<file path="src/hdl/gbfa_pkg.sv">
// ----------------------------------------------------------------------------
// gbfa_pkg
// Shared types and constants for the GB2312 font ROM address stream.
// ----------------------------------------------------------------------------
package gbfa_pkg;

  localparam logic [1:0] KIND_16X16 = 2'd0;
  localparam logic [1:0] KIND_8X16  = 2'd1;
  localparam logic [1:0] KIND_5X8   = 2'd2;

  localparam logic [7:0] LEAD_HZ_LO   = 8'hB0;
  localparam logic [7:0] LEAD_HZ_HI   = 8'hF7;
  localparam logic [7:0] LEAD_SYM_LO  = 8'hA1;
  localparam logic [7:0] LEAD_SYM_HI  = 8'hA3;
  localparam logic [7:0] TRAIL_LO     = 8'hA1;
  localparam logic [7:0] ASCII_LO     = 8'h20;
  localparam logic [7:0] ASCII_HI     = 8'h7E;
  localparam logic [6:0] ROW_SIZE     = 7'd94;
  localparam logic [9:0] HZ_BASE_ROW  = 10'd846;
  localparam logic [23:0] ASCII16_BASE = 24'h03CF80;
  localparam logic [23:0] ASCII8_BASE  = 24'h03BFC0;

  localparam logic [7:0] ADV_16X16 = 8'd16;
  localparam logic [7:0] ADV_8X16  = 8'd8;
  localparam logic [7:0] ADV_5X8   = 8'd6;

  typedef struct packed {
    logic [7:0] held_lead_byte;
    logic       lead_pending;
    logic [7:0] cursor_column;
    logic [3:0] cursor_page;
    logic       string_ended;
  } dec_state_t;

  typedef struct packed {
    logic [23:0] font_address;
    logic [1:0]  glyph_kind;
    logic [3:0]  glyph_page;
    logic [7:0]  glyph_column;
  } glyph_word_t;

endpackage

</file>
<file path="src/hdl/gbfa_decode.sv">
// ----------------------------------------------------------------------------
// gbfa_decode
// Byte classifier, lead/trail pairing and font ROM address generation.
// ----------------------------------------------------------------------------
module gbfa_decode import gbfa_pkg::*; (
  input  logic        font_mode,
  input  logic [7:0]  text_byte,
  input  logic        string_start,
  input  logic [3:0]  start_page,
  input  logic [7:0]  start_column,
  input  dec_state_t  state_cur,
  output dec_state_t  state_next,
  output logic        emit,
  output glyph_word_t word
);

  logic        is_ascii;
  logic        is_lead;
  logic        lead_hz;
  logic [6:0]  row;
  logic [12:0] row_off;
  logic [6:0]  trail_off;
  logic [13:0] hz_index;
  logic [23:0] addr_16x16;
  logic [23:0] addr_8x16;
  logic [23:0] addr_5x8;
  logic [6:0]  ascii_off;
  logic [7:0]  adv;
  dec_state_t  s;

  assign is_ascii = (text_byte >= ASCII_LO) && (text_byte <= ASCII_HI);
  assign is_lead  = ((text_byte >= LEAD_HZ_LO) && (text_byte <= LEAD_HZ_HI)) ||
                    ((text_byte >= LEAD_SYM_LO) && (text_byte <= LEAD_SYM_HI));

  assign lead_hz   = state_cur.held_lead_byte >= LEAD_HZ_LO;
  assign row       = lead_hz ? 7'(state_cur.held_lead_byte - LEAD_HZ_LO)
                             : 7'(state_cur.held_lead_byte - LEAD_SYM_LO);
  assign row_off   = {6'd0, row} * {6'd0, ROW_SIZE};
  assign trail_off = 7'(text_byte - TRAIL_LO);
  assign hz_index  = 14'(row_off) + 14'(trail_off) +
                     (lead_hz ? 14'(HZ_BASE_ROW) : 14'd0);
  assign addr_16x16 = {5'd0, hz_index, 5'd0};

  assign ascii_off = 7'(text_byte - ASCII_LO);
  assign addr_8x16 = ASCII16_BASE + {13'd0, ascii_off, 4'd0};
  assign addr_5x8  = ASCII8_BASE + {14'd0, ascii_off, 3'd0};

  always_comb begin
    s = state_cur;
    if (string_start) begin
      s.cursor_page   = start_page;
      s.cursor_column = start_column;
      s.string_ended  = 1'b0;
      s.lead_pending  = 1'b0;
    end
    emit              = 1'b0;
    adv               = ADV_8X16;
    word.font_address = addr_8x16;
    word.glyph_kind   = KIND_8X16;
    word.glyph_page   = s.cursor_page;
    word.glyph_column = s.cursor_column;
    state_next        = s;

    if (!s.string_ended) begin
      if (font_mode) begin
        state_next.lead_pending = 1'b0;
        if (text_byte == 8'd0) begin
          state_next.string_ended = 1'b1;
        end else if (is_ascii) begin
          emit              = 1'b1;
          adv               = ADV_5X8;
          word.font_address = addr_5x8;
          word.glyph_kind   = KIND_5X8;
        end
      end else if (s.lead_pending && (text_byte >= TRAIL_LO)) begin
        state_next.lead_pending = 1'b0;
        emit              = 1'b1;
        adv               = ADV_16X16;
        word.font_address = addr_16x16;
        word.glyph_kind   = KIND_16X16;
      end else begin
        // bad trail falls through and the byte is judged afresh
        state_next.lead_pending = 1'b0;
        if (text_byte == 8'd0) begin
          state_next.string_ended = 1'b1;
        end else if (is_lead) begin
          state_next.held_lead_byte = text_byte;
          state_next.lead_pending   = 1'b1;
        end else if (is_ascii) begin
          emit = 1'b1;
        end
      end
    end

    if (emit) begin
      state_next.cursor_column = s.cursor_column + adv;
    end
  end

endmodule

</file>
<file path="src/hdl/gb2312_font_rom_address_stream_core.sv">
// ----------------------------------------------------------------------------
// gb2312_font_rom_address_stream_core
// Text byte stream in, one glyph fetch request out per recognized character.
// ----------------------------------------------------------------------------
// Glyph words are registered in the output stage, or in the one-word skid
//   stage while the output stalls. Throughput: 1 byte per cycle while
//   text_stall is low; decode is one pass from handshake to output register.
// Reset: synchronous, active high; font_mode = 0, no string open, cursor
//   and held lead byte cleared, output and skid stages empty.
// ----------------------------------------------------------------------------
module gb2312_font_rom_address_stream_core import gbfa_pkg::*; (
  input  logic        clk,
  input  logic        rst,
  input  logic        cfg_we,
  input  logic        cfg_wdata,
  input  logic        text_valid,
  output logic        text_stall,
  input  logic [7:0]  text_byte,
  input  logic        string_start,
  input  logic [3:0]  start_page,
  input  logic [7:0]  start_column,
  output logic        glyph_valid,
  input  logic        glyph_stall,
  output logic [23:0] font_address,
  output logic [1:0]  glyph_kind,
  output logic [3:0]  glyph_page,
  output logic [7:0]  glyph_column
);

  logic        font_mode;
  dec_state_t  state_cur;
  dec_state_t  state_next;
  logic        emit;
  glyph_word_t word;
  glyph_word_t out_word;
  glyph_word_t skid_word;
  logic        out_full;
  logic        skid_full;
  logic        take;
  logic        out_free;

  gbfa_decode u_decode (
    .font_mode    (font_mode),
    .text_byte    (text_byte),
    .string_start (string_start),
    .start_page   (start_page),
    .start_column (start_column),
    .state_cur    (state_cur),
    .state_next   (state_next),
    .emit         (emit),
    .word         (word)
  );

  assign text_stall   = skid_full;
  assign take         = text_valid && !skid_full;
  assign out_free     = !out_full || !glyph_stall;
  assign glyph_valid  = out_full;
  assign font_address = out_word.font_address;
  assign glyph_kind   = out_word.glyph_kind;
  assign glyph_page   = out_word.glyph_page;
  assign glyph_column = out_word.glyph_column;

  always_ff @(posedge clk) begin
    if (rst) begin
      font_mode <= 1'b0;
    end else if (cfg_we) begin
      font_mode <= cfg_wdata;
    end
  end

  always_ff @(posedge clk) begin
    if (rst) begin
      state_cur <= '{held_lead_byte: 8'd0, lead_pending: 1'b0, cursor_column: 8'd0,
                     cursor_page: 4'd0, string_ended: 1'b1};
    end else if (take) begin
      state_cur <= state_next;
    end
  end

  always_ff @(posedge clk) begin
    if (rst) begin
      out_full  <= 1'b0;
      skid_full <= 1'b0;
    end else if (skid_full) begin
      if (out_free) begin
        out_full  <= 1'b1;
        skid_full <= 1'b0;
      end
    end else if (take && emit) begin
      if (out_free) begin
        out_full <= 1'b1;
      end else begin
        skid_full <= 1'b1;
      end
    end else if (out_free) begin
      out_full <= 1'b0;
    end
  end

  always_ff @(posedge clk) begin
    if (skid_full) begin
      if (out_free) begin
        out_word <= skid_word;
      end
    end else if (take && emit) begin
      if (out_free) begin
        out_word <= word;
      end else begin
        skid_word <= word;
      end
    end
  end

endmodule
</file>
<file path="config.mk">
export PLATFORM = sky130hd
export DESIGN_NAME = gb2312_font_rom_address_stream_core
export DESIGN_NICKNAME = d
export VERILOG_FILES = /design/src/hdl/gbfa_pkg.sv /design/src/hdl/gbfa_decode.sv /design/src/hdl/gb2312_font_rom_address_stream_core.sv
export SDC_FILE = /design/constraint.sdc
export NUM_CORES = 1
export LEC_CHECK = 0
export BUFFER_PORTS_ARGS = -buffer_cell sky130_fd_sc_hd__buf_2
export CORE_ASPECT_RATIO = 1.25
export CORE_MARGIN = 2
export CORE_UTILIZATION = 44
export DETAILED_ROUTE_END_ITERATION = 8
export GPL_TIMING_DRIVEN = 0
export SETUP_SLACK_MARGIN = 0.5
export SLEW_MARGIN = 20
export SYNTH_ARGS = -nofsm -noshare
export SYNTH_HDL_FRONTEND = slang
export SYNTH_SLANG_ARGS = --single-unit
</file>
<file path="constraint.sdc">
create_clock -name clk -period 13.78 [get_ports clk]
set_input_delay 1.378 -clock clk [delete_from_list [all_inputs] [get_ports clk]]
set_output_delay 1.378 -clock clk [all_outputs]
set_load 0.02 [all_outputs]
</file>
==> flow_summary.ini <==
[route]
routed_wl_um = 12400
vias_per_cell = 5.29
via_count = 4330
drtPass1Iterations = 4
drc = 0
drt_iter0_markers = 219
wl_per_cell_um = 15.2
ant_nets = 0

[floorplan]
row_count = 47
design.die.area_mm2 = 0.0146
die_x_um = 108
die_h_um = 135
start_util = 0.452
core-area_mm2 = 0.0133
io_pins = 67

[clock_network]
cts_made_buffers = 9
cts_tree = done
clk_pin_slew_ns = 0.07
htreeDepth = 3
cts_sinks = 85
post-cts-setup-buffers = 0
ctsLongestPathBuffers = 2
clock_latency_ns = 0.34
cts_resized = 0
cts.hold.buffers_added = 0
clockRootBuffer = clkbuf_16

[worst_setup_path]
worstSetupEndpointType = flip-flop
timing.rr.end = font_address[14]
critPathRequiredTime_ns = 13.87
crit_fanout = 10
criticalPathCategory = flip-flop to flip-flop
r2r_cells = 18
startpoint = state_cur[18]
timing.rr.start = state_cur[18]
cp-start-kind = flip-flop
arrival_ns = 6.56
crit_end = font_address[14]
rrSetupSlack_ns = 7.31

[yosys]
synth_area_mm2 = 0.00600
synth_top_area_cell = edfxtp_1
synth_flop_cell = edfxtp_1
synthTopCellsByArea = edfxtp_1 (30%), ha_1 (11%), dfxtp_1 (8.3%), mux2_2 (7.3%), fa_1 (6.0%)
synth_edf_count = 60
async_flop_share = 0
synth.most_common_cell = edfxtp_1
avgSynthCellArea_um2 = 10.6
synth_top_cell_area_share = 0.300
postSynthCellCount = 564
ys_seq_area_frac = 0.383
ys.warnings.count = 0
ys_ff_latch = 85
yosys-top-cells-count = edfxtp_1 (60), ha_1 (52), inv_1 (49)
synth_cell_types = 75

[timing]
fin_ws_ns = 7.31
slew_headroom = 0.554
worst_slew_pin_slew_ns = 0.652
max_freq_ghz = 0.155
fin_crit_ns = 6.47
min_period_over_period = 0.470
worst_clock_skew_ns = 0.00890
hold_viol_final = 0
rsz0062_at_grt = false
tns_ns = 0
setup_violations = 0
finalMaxSlewViolations = 0

[pwr]
power_density_mw_per_mm2 = 178
ir_worst_vdd_mv = 0.236
power_leakage_nw = 2.85

[finish]
area_growth_pct = 14.9
nets = 739
diodes = 0
drive_gt1_frac = 0.232
instances_no_fill = 818

[outcome]
status = completed

[global_routing]
grt_pass1_wl_um = 20800
grt_antenna_before_repair = 0
grt_max_degree = 24
grt_overflow = 0
grt_pass1_vias = 4285
grt.total_usage = 0.180

[run]
max_cap_viol_count = 0

[hold_path]
hold_path_class = flip-flop to flip-flop

[placed_design]
place.gp.congestion = 0.831
hpwl_um = 9930
place_ws_ns = 7.30
dp_cells = 802
io_buffer_count = 56
-- power breakdown --
| part | total [W] | switching [W] | internal, W |
|---|---|---|---|
| sequential | 0.000286 | 0.00000377 | 0.000282 |
| clock | 0.000239 | 0.000103 | 0.000136 |
| combinational | 0.000703 | 0.000401 | 0.000302 |
-- area by class of cell --
| cell class | instances | area [um^2] |
|---|---|---|
| clock inverters | 6 | 52.6 |
| flip-flops and latches | 85 | 2300 |
| clock buffers | 10 | 250 |
| repair buffers | 60 | 338 |
| multi-input cells | 406 | 3400 |
| inverters | 50 | 190 |
| well taps | 171 | 214 |
| plain buffers | 30 | 158 |
| fillers | 1241 | 6390 |
-- logic make-up (layout without fill, tap and decap cells) --
| group | Yosys count | after routing | share of synthesized area |
|---|---|---|---|
| mux | 50 | 50 | 0.0915 |
| xor+xnor | 29 | 29 | 0.0423 |
| fa+ha+maj | 70 | 70 | 0.168 |
| flops | 85 | 85 | 0.383 |
| other cells | 1 | 8 | 0.000625 |
| simple gates | 136 | 136 | 0.117 |
| buf+inv | 80 | 156 | 0.0579 |
| compound gates | 113 | 113 | 0.139 |
-- layout by cell type, fill, tap and decap left out, types with 5 or more instances in the layout --
| master | instances |
|---|---|
| nor2b_1 | 8 |
| inv_1 | 49 |
| xor2_1 | 8 |
| o21a_1 | 5 |
| nor2_1 | 42 |
| a21oi_1 | 31 |
| edfxtp_1 | 60 |
| clkbuf_1 | 17 |
| nand2b_1 | 5 |
| dfxtp_1 | 25 |
| o21ai_0 | 14 |
| nor3_1 | 13 |
| buf_2 | 56 |
| ha_1 | 52 |
| mux2_2 | 39 |
| mux2i_1 | 11 |
| nand2_1 | 29 |
| xnor2_1 | 21 |
| conb_1 | 8 |
| nand3_1 | 9 |
| o211ai_1 | 7 |
| fa_1 | 18 |
| clkbuf_16 | 10 |
| a21o_1 | 6 |
| buf_4 | 9 |
-- flip-flops by register name (all words and copies together) (netlist names) --
signal	flops
skid_word	30
state_cur	22
glyph_column	8
glyph_valid	1
text_stall	1
font_address	16
glyph_kind	2
glyph_page	4
font_mode	1
-- worst min path at each step --
| stage | start | slack, ns | end | depth (start not counted) |
|---|---|---|---|---|
| floorplan | state_cur[11] | 0.43 | state_cur[11] | 2 |
| global placement | state_cur[7] | 0.44 | state_cur[7] | 2 |
| detailed placement | state_cur[11] | 0.45 | state_cur[11] | 2 |
| CTS | state_cur[7] | 0.46 | state_cur[7] | 2 |
| global route | state_cur[11] | 0.48 | state_cur[11] | 2 |
| finish | state_cur[11] | 0.46 | state_cur[11] | 2 |
-- per-stage QoR --
step | area (um^2) | hold slack, ns | util | total power (W)
6_report | 6900 | 0.458 | 0.519 | 0.00123
5_1_grt | 6900 | 0.481 | 0.519 | 0.00134
3_3_place_gp | 6520 | 0.441 | 0.491 | 0.000973
2_1_floorplan | 6030 | 0.429 | - | 0.000852
3_5_place_dp | 6600 | 0.450 | 0.496 | 0.000990
4_1_cts | 6900 | 0.459 | 0.519 | 0.00124
-- per-layer routing --
| layer | up-vias | part of all wire | GRT usage |
|---|---|---|---|
| li1 | 2177 | - | - |
| met1 | 2064 | 0.44 | 0.226 |
| met2 | 77 | 0.51 | 0.314 |
| met3 | 12 | 0.033 | 0.0265 |
| met4 | 0 | 0.021 | 0.0613 |
| met5 | - | 0 | 0 |
-- critical path, cell delays in order (launching register included) --
cell	delay [ns]
dfxtp_1	0.35
ha_1	0.29
o21ai_0	0.39
clkbuf_1	0.44
nand2_1	0.18
xnor2_1	0.42
fa_1	0.48
ha_1	0.31
fa_1	0.55
fa_1	0.48
xnor2_1	0.16
fa_1	0.50
inv_1	0.04
ha_1	0.25
a2111oi_0	0.63
nor3b_1	0.15
xnor2_1	0.22
a21boi_1	0.11
mux2_2	0.27
Power figures use the tool's default switching activity.
